## src/hdl/swwb_pkg.sv

```systemverilog
package swwb_pkg;

   // Window and store geometry
   localparam int WINDOW_BYTES = 32;
   localparam int STORE_BYTES  = 65536;

   // Window entry address and byte count widths
   localparam int WIN_AW = (WINDOW_BYTES > 1) ? $clog2(WINDOW_BYTES) : 1;
   localparam int WIN_CW = $clog2(WINDOW_BYTES + 1);

   // Field widths
   localparam int OP_W   = 2;
   localparam int IDX_W  = 16;
   localparam int BYTE_W = 8;
   localparam int KIND_W = 3;
   localparam int LEN_W  = 6;
   localparam int SIZE_W = 17;

   // Operation codes
   localparam logic [OP_W-1:0] OP_READ  = 2'd0;
   localparam logic [OP_W-1:0] OP_WRITE = 2'd1;
   localparam logic [OP_W-1:0] OP_FILL  = 2'd2;

   // Result kinds
   localparam logic [KIND_W-1:0] KIND_READ_DATA  = 3'd0;
   localparam logic [KIND_W-1:0] KIND_WRITE_DONE = 3'd1;
   localparam logic [KIND_W-1:0] KIND_OUT_RANGE  = 3'd2;
   localparam logic [KIND_W-1:0] KIND_WRITEBACK  = 3'd3;
   localparam logic [KIND_W-1:0] KIND_REFILL_REQ = 3'd4;

   typedef struct packed {
      logic [OP_W-1:0]   operation;
      logic [IDX_W-1:0]  index;
      logic [BYTE_W-1:0] byte_in;
   } req_type;

   typedef struct packed {
      logic [KIND_W-1:0] kind;
      logic [BYTE_W-1:0] byte_out;
      logic [IDX_W-1:0]  address;
      logic [LEN_W-1:0]  length;
      logic              last;
   } rsp_type;

endpackage

```

## src/hdl/single_window_writeback_buffer_unit.sv

```systemverilog
// One-window write-back byte cache in front of a backing store. A read or write
// that hits the window is accepted and its result strobes on rsp_valid in the
// next cycle, so hits stream at one transaction per clock. An index at or beyond
// the store size that misses the window answers out of range, also one per clock.
// A miss on a clean window issues a refill request in the cycle after acceptance;
// on a dirty window it first streams one writeback byte per cycle (as many bytes
// as the window holds, at most 32) and then the refill request, busy during that
// time. Fill bytes (operation 2) are taken one per cycle; after the final one
// the block is busy in its completion state to finish the pending read or write,
// whose result follows in the next cycle. The window memory has one read port,
// one write port and a registered read. Reads and writes arriving while a refill
// is outstanding, fill bytes with no refill outstanding, and operation 3 are
// taken and dropped without a result. Results cannot be stalled. store_size must
// only be written while the block is idle.
module single_window_writeback_buffer_unit (
   input  logic               clock,
   input  logic               reset,
   input  logic               start,
   output logic               busy,
   input  swwb_pkg::req_type  req_item,
   output logic               rsp_valid,
   output swwb_pkg::rsp_type  rsp_item,
   input  logic               csr_write_enable,
   input  logic [15:0]        csr_write_data
);
   import swwb_pkg::*;

   typedef enum logic [1:0] {
      ST_IDLE,
      ST_WRITEBACK,
      ST_REFILL,
      ST_COMPLETE
   } state_type;

   state_type           state_ff;
   logic [15:0]         store_size_ff;
   logic [IDX_W-1:0]    window_start_ff;
   logic [SIZE_W-1:0]   window_stop_ff;
   logic [WIN_CW-1:0]   valid_count_ff;
   logic                dirty_ff;
   logic                awaiting_fill_ff;
   logic [WIN_CW-1:0]   fill_ptr_ff;
   logic [WIN_CW-1:0]   wb_cnt_ff;
   logic                pend_write_ff;
   logic [IDX_W-1:0]    pend_index_ff;
   logic [BYTE_W-1:0]   pend_byte_ff;
   logic                rsp_valid_ff;
   rsp_type             rsp_ff;
   logic                byte_sel_ff;

   // Window memory
   logic [BYTE_W-1:0]   window_mem [WINDOW_BYTES];
   logic [BYTE_W-1:0]   mem_rd_ff;
   logic                mem_we;
   logic [WIN_AW-1:0]   mem_waddr;
   logic [BYTE_W-1:0]   mem_wdata;
   logic [WIN_AW-1:0]   mem_raddr;

   // Decode
   logic                accept;
   logic                is_rw;
   logic                is_fill;
   logic                hit;
   logic                out_range;
   logic [SIZE_W-1:0]   size;
   logic [IDX_W-1:0]    hit_diff;
   logic [WIN_AW-1:0]   hit_off;
   logic [IDX_W-1:0]    pend_diff;
   logic [WIN_AW-1:0]   pend_off;
   logic [WIN_CW-1:0]   fill_ptr_in;
   logic [WIN_CW-1:0]   wb_cnt_in;

   // Window placement for a miss
   logic [IDX_W-1:0]    miss_idx;
   logic [SIZE_W-1:0]   idx_plus_win;
   logic [SIZE_W-1:0]   new_start;
   logic [SIZE_W-1:0]   start_plus_win;
   logic [SIZE_W-1:0]   new_stop;
   logic [WIN_CW-1:0]   new_count;

   assign busy    = (state_ff != ST_IDLE);
   assign accept  = start && !busy;
   assign is_rw   = (req_item.operation == OP_READ) || (req_item.operation == OP_WRITE);
   assign is_fill = (req_item.operation == OP_FILL);

   assign size = (SIZE_W'(store_size_ff) < SIZE_W'(STORE_BYTES)) ?
                 SIZE_W'(store_size_ff) : SIZE_W'(STORE_BYTES);

   assign hit       = (req_item.index >= window_start_ff) &&
                      (SIZE_W'(req_item.index) < window_stop_ff);
   assign out_range = (SIZE_W'(req_item.index) >= size);

   assign hit_diff  = req_item.index - window_start_ff;
   assign hit_off   = (hit_diff >= IDX_W'(WINDOW_BYTES)) ? '0 : hit_diff[WIN_AW-1:0];
   assign pend_diff = pend_index_ff - window_start_ff;
   assign pend_off  = (pend_diff >= IDX_W'(WINDOW_BYTES)) ? '0 : pend_diff[WIN_AW-1:0];

   assign fill_ptr_in = fill_ptr_ff + WIN_CW'(1);
   assign wb_cnt_in   = wb_cnt_ff + WIN_CW'(1);

   // New window: at the index, else flush to the store end, else at zero
   assign miss_idx       = (state_ff == ST_IDLE) ? req_item.index : pend_index_ff;
   assign idx_plus_win   = SIZE_W'(miss_idx) + SIZE_W'(WINDOW_BYTES);
   always_comb begin
      if (idx_plus_win < size) begin
         new_start = SIZE_W'(miss_idx);
      end else if (size >= SIZE_W'(WINDOW_BYTES)) begin
         new_start = size - SIZE_W'(WINDOW_BYTES);
      end else begin
         new_start = '0;
      end
   end
   assign start_plus_win = new_start + SIZE_W'(WINDOW_BYTES);
   assign new_stop       = (start_plus_win > size) ? size : start_plus_win;
   assign new_count      = WIN_CW'(new_stop - new_start);

   // Memory port steering
   always_comb begin
      mem_we    = 1'b0;
      mem_waddr = fill_ptr_ff[WIN_AW-1:0];
      mem_wdata = req_item.byte_in;
      mem_raddr = hit_off;
      case (state_ff)
         ST_IDLE: begin
            if (accept && is_fill && awaiting_fill_ff &&
                fill_ptr_ff < WIN_CW'(WINDOW_BYTES)) begin
               mem_we = 1'b1;
            end else if (accept && is_rw && !awaiting_fill_ff) begin
               if (hit) begin
                  if (req_item.operation == OP_WRITE) begin
                     mem_we    = 1'b1;
                     mem_waddr = hit_off;
                  end
               end else begin
                  mem_raddr = '0;
               end
            end
         end
         ST_WRITEBACK: begin
            mem_raddr = wb_cnt_ff[WIN_AW-1:0];
         end
         ST_COMPLETE: begin
            mem_raddr = pend_off;
            if (pend_write_ff) begin
               mem_we    = 1'b1;
               mem_waddr = pend_off;
               mem_wdata = pend_byte_ff;
            end
         end
         default: begin
         end
      endcase
   end

   always_ff @(posedge clock) begin
      if (mem_we) begin
         window_mem[mem_waddr] <= mem_wdata;
      end
      mem_rd_ff <= window_mem[mem_raddr];
   end

   // Control and result registers
   always_ff @(posedge clock) begin
      if (reset) begin
         state_ff         <= ST_IDLE;
         store_size_ff    <= '0;
         window_start_ff  <= '0;
         window_stop_ff   <= '0;
         valid_count_ff   <= '0;
         dirty_ff         <= 1'b0;
         awaiting_fill_ff <= 1'b0;
         fill_ptr_ff      <= '0;
         wb_cnt_ff        <= '0;
         pend_write_ff    <= 1'b0;
         pend_index_ff    <= '0;
         pend_byte_ff     <= '0;
         rsp_valid_ff     <= 1'b0;
         byte_sel_ff      <= 1'b0;
      end else begin
         rsp_valid_ff <= 1'b0;
         if (csr_write_enable) begin
            store_size_ff <= csr_write_data;
         end
         case (state_ff)
            ST_IDLE: begin
               if (accept && is_fill && awaiting_fill_ff) begin
                  fill_ptr_ff <= fill_ptr_in;
                  if (fill_ptr_in >= valid_count_ff) begin
                     awaiting_fill_ff <= 1'b0;
                     state_ff         <= ST_COMPLETE;
                  end
               end else if (accept && is_rw && !awaiting_fill_ff) begin
                  rsp_valid_ff     <= 1'b1;
                  rsp_ff.byte_out  <= '0;
                  rsp_ff.length    <= '0;
                  if (hit) begin
                     rsp_ff.address <= req_item.index;
                     rsp_ff.last    <= 1'b1;
                     if (req_item.operation == OP_WRITE) begin
                        rsp_ff.kind <= KIND_WRITE_DONE;
                        byte_sel_ff <= 1'b0;
                        dirty_ff    <= 1'b1;
                     end else begin
                        rsp_ff.kind <= KIND_READ_DATA;
                        byte_sel_ff <= 1'b1;
                     end
                  end else if (out_range) begin
                     rsp_ff.kind    <= KIND_OUT_RANGE;
                     rsp_ff.address <= req_item.index;
                     rsp_ff.last    <= 1'b1;
                     byte_sel_ff    <= 1'b0;
                  end else begin
                     pend_write_ff <= (req_item.operation == OP_WRITE);
                     pend_index_ff <= req_item.index;
                     pend_byte_ff  <= req_item.byte_in;
                     if (dirty_ff) begin
                        // First writeback byte; entry zero is being read now
                        dirty_ff       <= 1'b0;
                        rsp_ff.kind    <= KIND_WRITEBACK;
                        rsp_ff.address <= window_start_ff;
                        rsp_ff.last    <= 1'b0;
                        byte_sel_ff    <= 1'b1;
                        wb_cnt_ff      <= WIN_CW'(1);
                        state_ff       <= (valid_count_ff > WIN_CW'(1)) ?
                                          ST_WRITEBACK : ST_REFILL;
                     end else begin
                        rsp_ff.kind      <= KIND_REFILL_REQ;
                        rsp_ff.address   <= new_start[IDX_W-1:0];
                        rsp_ff.length    <= LEN_W'(new_count);
                        rsp_ff.last      <= 1'b1;
                        byte_sel_ff      <= 1'b0;
                        window_start_ff  <= new_start[IDX_W-1:0];
                        window_stop_ff   <= new_stop;
                        valid_count_ff   <= new_count;
                        fill_ptr_ff      <= '0;
                        awaiting_fill_ff <= 1'b1;
                     end
                  end
               end
            end
            ST_WRITEBACK: begin
               rsp_valid_ff    <= 1'b1;
               rsp_ff.kind     <= KIND_WRITEBACK;
               rsp_ff.byte_out <= '0;
               rsp_ff.address  <= window_start_ff + IDX_W'(wb_cnt_ff);
               rsp_ff.length   <= '0;
               rsp_ff.last     <= 1'b0;
               byte_sel_ff     <= 1'b1;
               wb_cnt_ff       <= wb_cnt_in;
               if (wb_cnt_in >= valid_count_ff) begin
                  state_ff <= ST_REFILL;
               end
            end
            ST_REFILL: begin
               rsp_valid_ff     <= 1'b1;
               rsp_ff.kind      <= KIND_REFILL_REQ;
               rsp_ff.byte_out  <= '0;
               rsp_ff.address   <= new_start[IDX_W-1:0];
               rsp_ff.length    <= LEN_W'(new_count);
               rsp_ff.last      <= 1'b1;
               byte_sel_ff      <= 1'b0;
               window_start_ff  <= new_start[IDX_W-1:0];
               window_stop_ff   <= new_stop;
               valid_count_ff   <= new_count;
               fill_ptr_ff      <= '0;
               awaiting_fill_ff <= 1'b1;
               state_ff         <= ST_IDLE;
            end
            ST_COMPLETE: begin
               // Pending transaction finishes on the refilled window
               rsp_valid_ff    <= 1'b1;
               rsp_ff.byte_out <= '0;
               rsp_ff.address  <= pend_index_ff;
               rsp_ff.length   <= '0;
               rsp_ff.last     <= 1'b1;
               if (pend_write_ff) begin
                  rsp_ff.kind <= KIND_WRITE_DONE;
                  byte_sel_ff <= 1'b0;
                  dirty_ff    <= 1'b1;
               end else begin
                  rsp_ff.kind <= KIND_READ_DATA;
                  byte_sel_ff <= 1'b1;
               end
               state_ff <= ST_IDLE;
            end
            default: begin
               state_ff <= ST_IDLE;
            end
         endcase
      end
   end

   // Result ports; read bytes come straight from the memory read register
   assign rsp_valid = rsp_valid_ff;
   always_comb begin
      rsp_item = rsp_ff;
      if (byte_sel_ff) begin
         rsp_item.byte_out = mem_rd_ff;
      end
   end

`ifndef SYNTHESIS
   // Writeback never runs while a refill is outstanding
   assert property (@(posedge clock) disable iff (reset)
      !(awaiting_fill_ff && (state_ff == ST_WRITEBACK)))
      else $error("writeback while refill outstanding");

   // Only writeback bytes are non-final results
   assert property (@(posedge clock) disable iff (reset)
      rsp_valid_ff |-> (rsp_ff.last || (rsp_ff.kind == KIND_WRITEBACK)))
      else $error("non-final result of wrong kind");

   // A refill request always leaves the block waiting for fill bytes
   assert property (@(posedge clock) disable iff (reset)
      (rsp_valid_ff && (rsp_ff.kind == KIND_REFILL_REQ)) |-> awaiting_fill_ff)
      else $error("refill request without fill wait");

   // Window byte count stays within the window
   assert property (@(posedge clock) disable iff (reset)
      valid_count_ff <= WIN_CW'(WINDOW_BYTES))
      else $error("window byte count overflow");

   // The pending transaction completes right after the final fill byte
   assert property (@(posedge clock) disable iff (reset)
      (state_ff == ST_COMPLETE) |=> (rsp_valid_ff && rsp_ff.last &&
                                     (state_ff == ST_IDLE)))
      else $error("pending transaction not completed");
`endif

endmodule

```

## config.mk

```make
export PLATFORM = sky130hd
export DESIGN_NAME = single_window_writeback_buffer_unit
export DESIGN_NICKNAME = d
export VERILOG_FILES = /design/src/hdl/swwb_pkg.sv /design/src/hdl/single_window_writeback_buffer_unit.sv
export SDC_FILE = /design/constraint.sdc
export NUM_CORES = 1
export LEC_CHECK = 0
export CORE_MARGIN = 5
export CORE_UTILIZATION = 43
export CTS_CLUSTER_SIZE = 14
export DETAILED_ROUTE_END_ITERATION = 10
export DONT_BUFFER_PORTS = 1
export PLACE_DENSITY = 0.59
export SYNTH_ARGS = -nofsm -noshare
export SYNTH_HDL_FRONTEND = slang
export SYNTH_SLANG_ARGS = --single-unit
```

## constraint.sdc

```tcl
create_clock -name clock -period 9.46 [get_ports clock]
set_input_delay 1.892 -clock clock [delete_from_list [all_inputs] [get_ports clock]]
set_output_delay 1.892 -clock clock [all_outputs]
set_load 0.02 [all_outputs]
```

==> summary.md <==
| Metric | Value |
|---|---|
| Initial core utilization | 43.39% |
| H-tree depth | 2 |
| VDD IR max | 0.1815 mV |
| Worst stage delay on the critical path | 0.49 ns |
| DR pass1 iterations | 6 |
| Clk buf depth | 3 |
| Status | complete, no violations |
| Syn_area_per_cell | 10.67 um^2 |
| Critical Path AT | 9.14 ns |
| Min-delay src | window_stop_ff[12] |
| Pleak | 0.009429 uW |
| Worst r2r src | state_ff[1] |
| Worst Path Required | 9.76 ns |
| Synth Area in Compound Gates | 13.73% |
| Die ar. | 55230 um^2 |
| DRC | 0 |
| Width of the die | 235 um |
| Min Tclk post-route | 8.837 ns |
| Area Growth Syn to Fin | 9.892% |
| Total global routing overflow | 0 |
| Num CTS Buffers | 44 |
| # rows | 82 |
| # hold bufs at CTS | 0 |
| Startpoint Class | input pin |
| Mux contribution to synthesized area | 11.43% |
| Clk Latency, worst-skew pair | 0.59 ns |
| Clk sinks | 388 |
| Post-synthesis cell type count | 89 |
| Global-route wire length before repair | 96620 um |
| Post-synth ARST share | 0% |
| Crit-path max FO | 7 |
| Synth Flop Type | edfxtp_1 |
| Count of final setup violators | 0 |
| Placed Cells | 2649 |
| HP Class | flip-flop to flip-flop |
| Slew Limit Fails | 0 |
| Setup bufs post-CTS | 0 |
| 1st-iter DRT viols | 1344 |
| Synth Area in XOR/XNOR | 2.293% |
| Peak Freq | 113.2 MHz |
| Final antenna-violating net count | 0 |
| Yosys warns | 0 |
| Synth Instances | 2041 |
| CTS tree | built |
| Max cap viols | 0 |
| Setup Skew | 0.03097 ns |
| Crit end category | flip-flop |
| Wire length per cell | 23.37 um |
| GPL Wtd Cong | 0.9448 |
| Root buffer cell | clkbuf_16 |
| Post-placement cell area | 22500 um^2 |
| Most common cell after layout, fill and taps aside | edfxtp_1 |
| DP Worst Slack | 0.1341 ns |
| Final WL | 63840 um |
| Layout cells sized above 1 | 6.557% |
| Slowest-stage cell, CP | nor4b_4 |
| Synthesized flop and latch total | 388 |
| Nets | 2199 |
| Reg clk slew, reported paths | 0.06 ns |
| Relative slew slack | 21.47% |
| CP Launch Point | req_item[13] |
| Adder-cell share of the synthesized area | 7.610% |
| Setup TNS | 0 ns |
| Antenna violations before repair | 1 |
| Syn_nets | 2217 |
| Power Density | 180.0 nW/um^2 |
| # diodes | 0 |
| Most frequent cells in the layout | edfxtp_1 (282), mux2i_1 (225), nor2_1 (182) |
| Synthesized area | 21770 um^2 |
| Final period utilization | 93.42% |
| Core Area | 50170 um^2 |
| Crit Path Category | input pin to flip-flop |
| Largest net degree at the start of global routing | 93 |
| Via/cell ratio | 5.949 |
| EDFF count, synth | 282 |
| Vias | 16247 |
| Dominant combinational cell family by area after synthesis | compound AO/OA/AOI/OAI gates |
| Slew @ Worst Pin | 1.175 ns |
| Vias in the first global route | 15617 |
| Final Hold Vio Count | 0 |
| RSZ-0062 raised after global routing | false |
| Final worst setup slack | 0.6228 ns |
| HPWL after DPL | 45390 um |
| Post-route insts no fill | 2731 |
| PortBufs | 0 |
| Design Area, Final | 23920 um^2 |
| Post-CTS Resized | 0 |
| Simple-Gate Fraction of Synth Area | 12.73% |
| GRT Total Usage | 22.21% |
| Sequential fraction of the synthesis area | 48.65% |
| Ports | 82 |
| Die Y-Extent | 235 um |
## sequential cells by signal (all words and copies together), names as in the netlist
register,flops
valid_count_ff,6
pend_write_ff,1
pend_index_ff,16
window_start_ff,16
fill_ptr_ff,6
window_stop_ff,17
mem_rd_ff,8
wb_cnt_ff,6
dirty_ff,1
state_ff,2
store_size_ff,16
rsp_valid,1
window_mem,256
pend_byte_ff,8
awaiting_fill_ff,1
rsp_item,26
byte_sel_ff,1
## cell type report
class / instances / area [um^2]
Clock buffer: 65 / 1210
Clock inverter: 17 / 214.0
Tap cell: 672 / 840.8
Multi-Input combinational cell: 1458 / 10450
Inverter: 101 / 379.1
Timing Repair Buffer: 30 / 237.7
Fill cell: 4564 / 26250
Sequential cell: 388 / 10590
## worst paths after layout
path / cells past startpoint / to / slack, ns
worst max-delay path: 37 / rsp_item[6] / 0.62
worst min-delay path: 1 / window_stop_ff[12] / 0.48
worst max register to register: 35 / rsp_item[6] / 0.92
worst min register to register: 1 / window_stop_ff[12] / 0.48
## where the power goes
group          internal [uW]  switching (uW)
Sequential              1860            37.8
Combinational            280             446
Clock                    979             701
Total                   3120            1180
## per-layer routing
metal | GRT usage (%) | vias up | wire (um)
met4 | 6.176 | 0 | 1870
met5 | 0 | - | 0
met2 | 33.42 | 586 | 27440
met1 | 32.54 | 7928 | 29720
met3 | 4.808 | 112 | 4804
li1 | - | 7621 | -
## stage by stage
step / hold WS [ns] / power [uW] / utilization (%)
CTS: 0.4800 / 4334 / 47.68
global placement: 0.4646 / 2645 / 44.84
floorplan: 0.4437 / 2438 / -
finish: 0.4809 / 4305 / 47.68
global route: 0.5010 / 4499 / 47.68
detailed placement: 0.4702 / 2652 / 44.84
## cells by family after synthesis
| group | after synthesis |
|---|---|
| buf+inv | 195 |
| fa+ha+maj | 130 |
| compound gates | 442 |
| simple gates | 583 |
| mux | 246 |
| flops | 388 |
| xor+xnor | 57 |
## critical path, delay by kind of cell
kind	cells	cell delay [ns]
adder cells (fa/ha/maj)	5	1.32
multiplexers	3	0.77
AND/OR/NAND/NOR	16	3.10
XOR/XNOR	2	0.32
AO/OA/AOI/OAI	11	1.75
## Yosys cell counts, drive strengths merged, types with 6 or more instances
cell type | instances | area, um^2
nand4 | 21 | 131.4
mux2i | 225 | 2252
ha | 126 | 1577
o22ai | 17 | 106.4
o2111ai | 11 | 96.34
a21boi | 11 | 82.58
nor2b | 21 | 131.4
nand2 | 156 | 585.6
nor2 | 182 | 683.2
and2 | 27 | 171.4
o211ai | 10 | 75.07
edfxtp | 282 | 8468
or4 | 9 | 71.32
nand2b | 15 | 93.84
xor2 | 23 | 201.4
nor3 | 41 | 210.2
or3 | 7 | 48.80
a21oi | 114 | 570.6
a2111oi | 8 | 70.07
a31oi | 11 | 68.82
inv | 98 | 367.9
a211oi | 42 | 320.3
clkbuf | 61 | 229.0
a22oi | 15 | 112.6
buf | 33 | 167.7
a32oi | 11 | 96.34
a221o | 10 | 100.1
o21ai | 71 | 355.3
dfxtp | 106 | 2122
and3 | 7 | 43.79
mux2 | 21 | 236.5
nor4 | 17 | 112.6
nand3 | 54 | 270.3
o21a | 19 | 142.6
a21o | 25 | 187.7
xnor2 | 34 | 297.8
o31ai | 11 | 82.58
nand3b | 6 | 45.04
(Power assumes the default switching activity.)
